## src/rtl/twmr_pkg.sv

```systemverilog
`default_nettype none

package twmr_pkg;

    // Generator multipliers and reset words
    localparam logic [31:0] MULT_OLDER  = 32'h1357_9BDE;
    localparam logic [31:0] MULT_NEWER  = 32'h9876_5432;
    localparam logic [31:0] RESET_OLDER = 32'h0000_1000;
    localparam logic [31:0] RESET_NEWER = 32'h0000_5555;

    // Field widths
    localparam int WORD_W = 32;
    localparam int POS_W  = 31;
    localparam int FRAC_W = 24;

    // Queue between the front and the back
    localparam int QUEUE_DEPTH = 2;
    localparam int QPTR_W      = $clog2(QUEUE_DEPTH);
    localparam int QCNT_W      = $clog2(QUEUE_DEPTH + 1);

    // One generated word together with the bound it is reduced by
    typedef struct packed {
        logic [WORD_W-1:0] word;
        logic [WORD_W-1:0] limit;
    } entry_t;

    // Producer side of the queue
    typedef struct packed {
        logic   push;
        entry_t entry;
    } queue_wr_t;

    // Consumer side of the queue
    typedef struct packed {
        logic   empty;
        entry_t entry;
    } queue_rd_t;

endpackage

`default_nettype wire

```

## src/rtl/twmr_in_if.sv

```systemverilog
`default_nettype none

interface twmr_in_if;
    logic        valid;
    logic        ready;
    logic [31:0] limit;

    modport source (output valid, output limit, input ready);
    modport sink   (input valid, input limit, output ready);
endinterface

`default_nettype wire

```

## src/rtl/twmr_out_if.sv

```systemverilog
`default_nettype none

interface twmr_out_if;
    logic               valid;
    logic               ready;
    logic signed [31:0] raw_value;
    logic        [30:0] positive_value;
    logic        [31:0] bounded_value;
    logic signed [24:0] signed_fraction;
    logic               divide_error;

    modport source (
        output valid, output raw_value, output positive_value,
        output bounded_value, output signed_fraction, output divide_error,
        input ready
    );
    modport sink (
        input valid, input raw_value, input positive_value,
        input bounded_value, input signed_fraction, input divide_error,
        output ready
    );
endinterface

`default_nettype wire

```

## src/rtl/twmr_front.sv

```systemverilog
`default_nettype none

module twmr_front
    import twmr_pkg::*;
(
    input  wire logic clk,
    input  wire logic rst_n,
    twmr_in_if.sink   draw,
    input  wire logic queue_full,
    output queue_wr_t queue_wr
);

    localparam logic S_IDLE = 1'b0;
    localparam logic S_PUSH = 1'b1;

    logic              state_reg, state_next;
    logic [WORD_W-1:0] older_reg, older_next;
    logic [WORD_W-1:0] newer_reg, newer_next;
    logic [WORD_W-1:0] prod_older_reg;
    logic [WORD_W-1:0] prod_newer_reg;
    logic [WORD_W-1:0] limit_reg;
    logic [WORD_W-1:0] word;
    logic              accept;
    logic              push;

    assign draw.ready = (state_reg == S_IDLE);
    assign accept     = draw.valid && draw.ready;
    assign push       = (state_reg == S_PUSH) && !queue_full;

    // Combine the registered products into the new word
    assign word = {{4{prod_older_reg[WORD_W-1]}}, prod_older_reg[WORD_W-1:4]}
                  + prod_newer_reg + WORD_W'(1);

    assign queue_wr.push        = push;
    assign queue_wr.entry.word  = word;
    assign queue_wr.entry.limit = limit_reg;

    // Sequence accept and push
    always_comb
    begin
        state_next = state_reg;
        older_next = older_reg;
        newer_next = newer_reg;
        case (state_reg)
            S_IDLE:
            begin
                if (accept)
                begin
                    state_next = S_PUSH;
                end
            end
            S_PUSH:
            begin
                if (push)
                begin
                    older_next = newer_reg;
                    newer_next = word;
                    state_next = S_IDLE;
                end
            end
            default:
            begin
                state_next = S_IDLE;
            end
        endcase
    end

    // Hold the generator state
    always_ff @(posedge clk or negedge rst_n)
    begin
        if (!rst_n)
        begin
            state_reg <= S_IDLE;
            older_reg <= RESET_OLDER;
            newer_reg <= RESET_NEWER;
        end
        else
        begin
            state_reg <= state_next;
            older_reg <= older_next;
            newer_reg <= newer_next;
        end
    end

    // Register both products and the bound of the accepted beat
    always_ff @(posedge clk)
    begin
        if (accept)
        begin
            prod_older_reg <= WORD_W'(older_reg * MULT_OLDER);
            prod_newer_reg <= WORD_W'(newer_reg * MULT_NEWER);
            limit_reg      <= draw.limit;
        end
    end

endmodule

`default_nettype wire

```

## src/rtl/twmr_queue.sv

```systemverilog
`default_nettype none

module twmr_queue
    import twmr_pkg::*;
(
    input  wire logic       clk,
    input  wire logic       rst_n,
    input  wire queue_wr_t  queue_wr,
    output logic            full,
    input  wire logic       pop,
    output queue_rd_t       queue_rd
);

    entry_t            mem [QUEUE_DEPTH];
    logic [QPTR_W-1:0] wr_ptr_reg;
    logic [QPTR_W-1:0] rd_ptr_reg;
    logic [QCNT_W-1:0] count_reg;
    logic              do_push;
    logic              do_pop;

    assign full           = (count_reg == QCNT_W'(QUEUE_DEPTH));
    assign queue_rd.empty = (count_reg == '0);
    assign queue_rd.entry = mem[rd_ptr_reg];
    assign do_push        = queue_wr.push && !full;
    assign do_pop         = pop && !queue_rd.empty;

    // Store the pushed beat
    always_ff @(posedge clk)
    begin
        if (do_push)
        begin
            mem[wr_ptr_reg] <= queue_wr.entry;
        end
    end

    // Advance pointers and fill count
    always_ff @(posedge clk or negedge rst_n)
    begin
        if (!rst_n)
        begin
            wr_ptr_reg <= '0;
            rd_ptr_reg <= '0;
            count_reg  <= '0;
        end
        else
        begin
            if (do_push)
            begin
                wr_ptr_reg <= (wr_ptr_reg == QPTR_W'(QUEUE_DEPTH - 1))
                              ? '0 : wr_ptr_reg + QPTR_W'(1);
            end
            if (do_pop)
            begin
                rd_ptr_reg <= (rd_ptr_reg == QPTR_W'(QUEUE_DEPTH - 1))
                              ? '0 : rd_ptr_reg + QPTR_W'(1);
            end
            case ({do_push, do_pop})
                2'b10:   count_reg <= count_reg + QCNT_W'(1);
                2'b01:   count_reg <= count_reg - QCNT_W'(1);
                default: count_reg <= count_reg;
            endcase
        end
    end

endmodule

`default_nettype wire

```

## src/rtl/twmr_back.sv

```systemverilog
`default_nettype none

module twmr_back
    import twmr_pkg::*;
(
    input  wire logic      clk,
    input  wire logic      rst_n,
    input  wire queue_rd_t queue_rd,
    output logic           pop,
    twmr_out_if.source     result
);

    localparam logic [1:0] S_IDLE = 2'd0;
    localparam logic [1:0] S_DIV  = 2'd1;
    localparam logic [1:0] S_DONE = 2'd2;

    localparam int CNT_W = $clog2(POS_W);

    logic [1:0]        state_reg, state_next;
    logic [CNT_W-1:0]  count_reg;
    logic [WORD_W-1:0] word_reg;
    logic [WORD_W-1:0] limit_reg;
    logic [POS_W-1:0]  dividend_reg;
    logic [WORD_W-1:0] rem_reg;
    logic              err_reg;
    logic              valid_reg;
    logic [WORD_W:0]   rem_shift;
    logic [WORD_W:0]   diff;
    logic [WORD_W-1:0] rem_step;
    logic              out_free;
    logic              load_out;
    logic [FRAC_W:0]   frac_mag;

    assign out_free = !valid_reg || result.ready;
    assign pop      = (state_reg == S_IDLE) && !queue_rd.empty;
    assign load_out = (state_reg == S_DONE) && out_free;

    // One restoring step of the remainder
    assign rem_shift = {rem_reg, dividend_reg[POS_W-1]};
    assign diff      = rem_shift - {1'b0, limit_reg};
    assign rem_step  = diff[WORD_W] ? rem_shift[WORD_W-1:0] : diff[WORD_W-1:0];

    assign frac_mag = {1'b0, word_reg[FRAC_W-1:0]};

    // Sequence pop, reduction and hand-off
    always_comb
    begin
        state_next = state_reg;
        case (state_reg)
            S_IDLE:
            begin
                if (pop)
                begin
                    state_next = (queue_rd.entry.limit == '0) ? S_DONE : S_DIV;
                end
            end
            S_DIV:
            begin
                if (count_reg == '0)
                begin
                    state_next = S_DONE;
                end
            end
            S_DONE:
            begin
                if (out_free)
                begin
                    state_next = S_IDLE;
                end
            end
            default:
            begin
                state_next = S_IDLE;
            end
        endcase
    end

    // Hold control state and the output valid
    always_ff @(posedge clk or negedge rst_n)
    begin
        if (!rst_n)
        begin
            state_reg <= S_IDLE;
            valid_reg <= 1'b0;
        end
        else
        begin
            state_reg <= state_next;
            if (load_out)
            begin
                valid_reg <= 1'b1;
            end
            else if (result.ready)
            begin
                valid_reg <= 1'b0;
            end
        end
    end

    // Load the popped beat, then shift one dividend bit a cycle
    always_ff @(posedge clk)
    begin
        if (pop)
        begin
            word_reg     <= queue_rd.entry.word;
            limit_reg    <= queue_rd.entry.limit;
            dividend_reg <= queue_rd.entry.word[POS_W-1:0];
            rem_reg      <= '0;
            err_reg      <= (queue_rd.entry.limit == '0);
            count_reg    <= CNT_W'(POS_W - 1);
        end
        else if (state_reg == S_DIV)
        begin
            rem_reg      <= rem_step;
            dividend_reg <= {dividend_reg[POS_W-2:0], 1'b0};
            count_reg    <= count_reg - CNT_W'(1);
        end
    end

    // Drive the output register
    always_ff @(posedge clk)
    begin
        if (load_out)
        begin
            result.raw_value      <= $signed(word_reg);
            result.positive_value <= word_reg[POS_W-1:0];
            result.bounded_value  <= rem_reg;
            result.divide_error   <= err_reg;
            result.signed_fraction <= word_reg[WORD_W-1]
                                      ? $signed((FRAC_W+1)'(0) - frac_mag)
                                      : $signed(frac_mag);
        end
    end

    assign result.valid = valid_reg;

endmodule

`default_nettype wire

```

## src/rtl/two_word_multiply_random_core.sv

```systemverilog
// Two-word multiplicative random generator.
//
// Channels: "draw" takes one beat per draw carrying the exclusive bound
// (limit). "result" returns one beat per draw: the raw new word, the word
// with its sign bit cleared, that value modulo limit, a signed 25-bit
// fraction (16777216 means 1.0) and a divide error flag for a zero limit.
// Both channels use valid/ready; a beat moves when both are high.
//
// Throughput is set by the bit-serial remainder unit in the back end,
// which retires one dividend bit per cycle over 31 bits and pops a new
// draw only once it is idle. The front end advances the generator with
// two registered multiplies and parks words in a two-entry queue, so up
// to five draws may be in flight while the receiver stalls.
//
// Reset: the generator words return to 0x00001000 and 0x00005555, the
// queue empties and no result is pending. A stalled receiver holds the
// result register; the back end then waits and the queue fills, after
// which the front end accepts one more draw and then holds draw.ready low.
`default_nettype none

module two_word_multiply_random_core
    import twmr_pkg::*;
(
    input  wire logic  clk,
    input  wire logic  rst_n,
    twmr_in_if.sink    draw,
    twmr_out_if.source result
);

    queue_wr_t queue_wr;
    queue_rd_t queue_rd;
    logic      queue_full;
    logic      pop;

    twmr_front u_front (
        .clk        (clk),
        .rst_n      (rst_n),
        .draw       (draw),
        .queue_full (queue_full),
        .queue_wr   (queue_wr)
    );

    twmr_queue u_queue (
        .clk      (clk),
        .rst_n    (rst_n),
        .queue_wr (queue_wr),
        .full     (queue_full),
        .pop      (pop),
        .queue_rd (queue_rd)
    );

    twmr_back u_back (
        .clk      (clk),
        .rst_n    (rst_n),
        .queue_rd (queue_rd),
        .pop      (pop),
        .result   (result)
    );

endmodule

`default_nettype wire

```

## src/flat_wrapper.sv

```systemverilog
// flat-port wrapper written by rule: the top's interface ports become plain ports
module two_word_multiply_random_core_flat import twmr_pkg::*;
  (clk, rst_n, draw_valid, draw_limit, draw_ready, result_valid, result_raw_value, result_positive_value, result_bounded_value, result_signed_fraction, result_divide_error, result_ready);
  twmr_in_if draw_i ();
  twmr_out_if result_i ();
  input  wire logic clk;
  input  wire logic rst_n;
  input wire logic [$bits(draw_i.valid)-1:0] draw_valid;
  input wire logic [$bits(draw_i.limit)-1:0] draw_limit;
  output wire logic [$bits(draw_i.ready)-1:0] draw_ready;
  output wire logic [$bits(result_i.valid)-1:0] result_valid;
  output wire logic [$bits(result_i.raw_value)-1:0] result_raw_value;
  output wire logic [$bits(result_i.positive_value)-1:0] result_positive_value;
  output wire logic [$bits(result_i.bounded_value)-1:0] result_bounded_value;
  output wire logic [$bits(result_i.signed_fraction)-1:0] result_signed_fraction;
  output wire logic [$bits(result_i.divide_error)-1:0] result_divide_error;
  input wire logic [$bits(result_i.ready)-1:0] result_ready;
  assign draw_i.valid = draw_valid;
  assign draw_i.limit = draw_limit;
  assign draw_ready = draw_i.ready;
  assign result_valid = result_i.valid;
  assign result_raw_value = result_i.raw_value;
  assign result_positive_value = result_i.positive_value;
  assign result_bounded_value = result_i.bounded_value;
  assign result_signed_fraction = result_i.signed_fraction;
  assign result_divide_error = result_i.divide_error;
  assign result_i.ready = result_ready;
  two_word_multiply_random_core u_core (.clk(clk), .rst_n(rst_n), .draw(draw_i), .result(result_i));
endmodule
```

## config.mk

```make
export PLATFORM = sky130hd
export DESIGN_NAME = two_word_multiply_random_core_flat
export DESIGN_NICKNAME = d
export VERILOG_FILES = /design/src/rtl/twmr_pkg.sv /design/src/rtl/twmr_in_if.sv /design/src/rtl/twmr_out_if.sv /design/src/rtl/twmr_front.sv /design/src/rtl/twmr_queue.sv /design/src/rtl/twmr_back.sv /design/src/rtl/two_word_multiply_random_core.sv /design/src/flat_wrapper.sv
export SDC_FILE = /design/constraint.sdc
export NUM_CORES = 2
export LEC_CHECK = 0
export ABC_AREA = 1
export BUFFER_PORTS_ARGS = -buffer_cell sky130_fd_sc_hd__buf_2
export CORE_ASPECT_RATIO = 2
export CORE_MARGIN = 1.5
export CORE_UTILIZATION = 35
export CTS_CLUSTER_SIZE = 20
export DETAILED_ROUTE_END_ITERATION = 8
export SETUP_SLACK_MARGIN = 0.3
export SKIP_LAST_GASP = 1
export SYNTH_ARGS = -nofsm -noshare
export SYNTH_HDL_FRONTEND = slang
export SYNTH_SLANG_ARGS = --single-unit
```

## constraint.sdc

```tcl
create_clock -name clk -period 18.1 [get_ports clk]
set_input_delay 2.715 -clock clk [delete_from_list [all_inputs] [get_ports clk]]
set_output_delay 2.715 -clock clk [all_outputs]
set_load 0.05 [all_outputs]
```

==> run summary <==
Row cnt = 176
Synth top area cells = edfxtp_1 (30%), fa_1 (19%), ha_1 (12%)
Fin crit share = 0.364
Routed WL = 119000 µm
Hold Buf Count CTS = 0
Synth Area in Simple Gates = 0.153
Buffers on Ports = 158
Number of setup violations in the final report = 0
Post-synth top area cell = edfxtp_1
XOR/XNOR Fraction of Synth Area = 0.0274
Nets@finish = 5270
Reg2reg start = u_core.u_front.newer_reg[7]
Synth Area per Inst = 9.39 µm²
RSZ-0062 raised after global routing = no
Seq/Total Area, Yosys = 0.361
Starting Density = 0.353
Inserted Clock Buffers = 48
Final min period = 6580 ps
Post-CTS Setup Bufs = 0
Initial antenna violation count = 4
Wirelength per Cell = 19.8 µm
Top-count cell post-synth = inv_1
Worst Skew = 41.2 ps
Placer Congestion = 0.982
Die height = 484 µm
Cell count after synthesis = 4314
Slew Limit Headroom = 0.244
R2R Setup Slk = 11520 ps
Setup crit start kind = flip-flop
IO Pins = 159
Critical path capture point type = flip-flop
Clk slew on worst S/H paths = 70 ps
CTS resizes = 0
Layout cells sized above 1 = 0.0682
Number of synthesized flops with an enable pin = 404
Dpl hpwl = 100000 µm
Crit Path Max Fanout = 12
H-tree levels = 2
Die Span X = 244 µm
YS warnings = 0
Setup TNS Final = 0 ps
DRT antenna net count = 0
Worst Path Class, Setup = reg2reg
Post-synth net total = 5123
Crit path from = u_core.u_front.newer_reg[7]
Routed via count = 28550
Final Slew Violations = 0
Least-Margin Pin Slew = 1130 ps
Area grow syn2layout = 10.1%
Initial drt markers = 1255
CP Data Required Time = 18500 ps
Core ar. = 115000 µm²
Worst Min Path Start = u_core.u_back.word_reg[26]
Mux cell area share after synthesis = 0
Worst-skew pair later-pin latency = 650 ps
Final Hold Fails = 0
First drt pass iteration count = 5
CP arrival = 6980 ps
Peak Freq = 152 MHz
Max clock buf depth = 3
Number of remaining DRC errors = 0
First-pass GRT wire length = 179000 µm
Synthesis-stage register bit count = 511
Fraction of registers with async set/reset = 0.137
Synth top cells by count = inv_1 (1014), nand2_1 (984), edfxtp_1 (404)
Largest family of logic cells by synthesized area = adder cells
Die footprint = 118000 µm²
Grt ovf = 0
Largest net degree at the start of global routing = 87
Post-synthesis cell type count = 45
Most flops, register = u_core.u_queue.mem
Vias in the first global route = 30402
Max reg flops = 128
TritonCTS Sinks = 511
Synth Area in Adders = 0.309
FILL cells = 11456
CTS Root Buffer Type = clkbuf_16
Yosys top cell area share = 0.299
Compound-Gate Fraction of Synth Area = 0.0432
Tightest Hold Check Type = reg2reg
Max-cap violations = 0
Total GRT Usage = 0.204
Status = complete, no violations
CTS tree = built
Primary FF master, synth = edfxtp_1
Vias per std cell = 4.75
Post-Syn Area = 40500 µm²
==> layout make-up <==
class	count	area [µm²]	area share
inverters	1019	3830	0.0858
well taps	1513	1890	0.0424
flip-flops and latches	511	14600	0.328
diodes	1	2.50	0.0000561
repair buffers	180	958	0.0215
clock buffers	53	1220	0.0274
multi-input cells	2701	21600	0.485
clock inverters	36	437	0.00979
==> placed cells by master (no fill, tap or decap), drive strengths merged, types with 3 or more instances in the layout <==
| cell | Yosys | final |
|---|---|---|
| or2 | 5 | 5 |
| clkinv | 1 | 18 |
| buf | 70 | 180 |
| o31ai | 3 | 3 |
| inv | 1018 | 1024 |
| ha | 392 | 392 |
| a21oi | 124 | 124 |
| nor2 | 207 | 207 |
| a21boi | 3 | 3 |
| xor2 | 82 | 82 |
| dfstp | 9 | 9 |
| nand4 | 21 | 21 |
| a31oi | 35 | 35 |
| dfrtp | 61 | 61 |
| o21bai | 19 | 19 |
| o21a | 6 | 6 |
| clkinvlp | 0 | 8 |
| xnor2 | 45 | 45 |
| edfxtp | 404 | 404 |
| nand2 | 992 | 992 |
| nor4 | 11 | 11 |
| dfxtp | 37 | 37 |
| fa | 381 | 381 |
| nor3 | 29 | 29 |
| o21ai | 106 | 106 |
| bufinv | 0 | 5 |
| nand3b | 43 | 43 |
| clkbuf | 13 | 53 |
| nand3 | 166 | 166 |
| a21o | 12 | 12 |
| and2 | 12 | 12 |
==> worst max-delay path, cell delays in order (launching register included) <==
cell and delay [ps]:
dfrtp_1 740, inv_1 170, fa_1 530, fa_1 560, inv_1 50, ha_1 290
ha_1 280, inv_1 50, fa_1 520, inv_1 50, fa_1 500, fa_1 540
inv_1 60, fa_1 530, inv_1 40, ha_1 370, nand2_1 140, nor3_1 220
nand2_1 100, or2_2 300, nand3_1 140, inv_1 50, nand2_1 60, nand2_1 50
==> kinds of logic after synthesis <==
logic type	after synthesis
AND/OR/NAND/NOR	1487
buffers and inverters	1102
adder cells (fa/ha/maj)	773
flip-flops	511
AO/OA/AOI/OAI	314
XOR/XNOR	127
==> stage by stage <==
step / worst slack [ps] / hold slack, ps / instances / area, µm² / utilization
after global routing: 11230 / 427 / 6014 / 44600 / 0.388
after detailed placement: 11510 / 405 / 5924 / 42900 / 0.374
final: 11520 / 423 / 6014 / 44600 / 0.388
after floorplan: 10970 / 400 / 4314 / 40500 / -
after global placement: 11460 / 403 / 5924 / 42900 / 0.374
after CTS: 11480 / 422 / 6013 / 44600 / 0.388
==> metal layers <==
layer | global-route usage | vias to the layer above | share of wire
met5 | 0 | - | 0.000092
met4 | 0.162 | 2 | 0.094
met3 | 0.0174 | 313 | 0.024
met2 | 0.413 | 636 | 0.57
met1 | 0.178 | 13874 | 0.31
li1 | - | 13725 | -
==> worst paths after layout <==
kind,cells past startpoint,to
worst min register to register,0,u_core.u_back.result.raw_value[26]
max in group asynchronous,2,u_core.u_queue.rd_ptr_reg
worst min-delay path,0,u_core.u_back.result.raw_value[26]
worst max-delay path,23,u_core.u_front.prod_newer_reg[31]
min in group asynchronous,1,u_core.u_front.older_reg[13]
worst max register to register,23,u_core.u_front.prod_newer_reg[31]
Power is left out: the tool's default activity adds up to more than one toggle a clock period on the data nets, which glitch-free logic cannot reach.
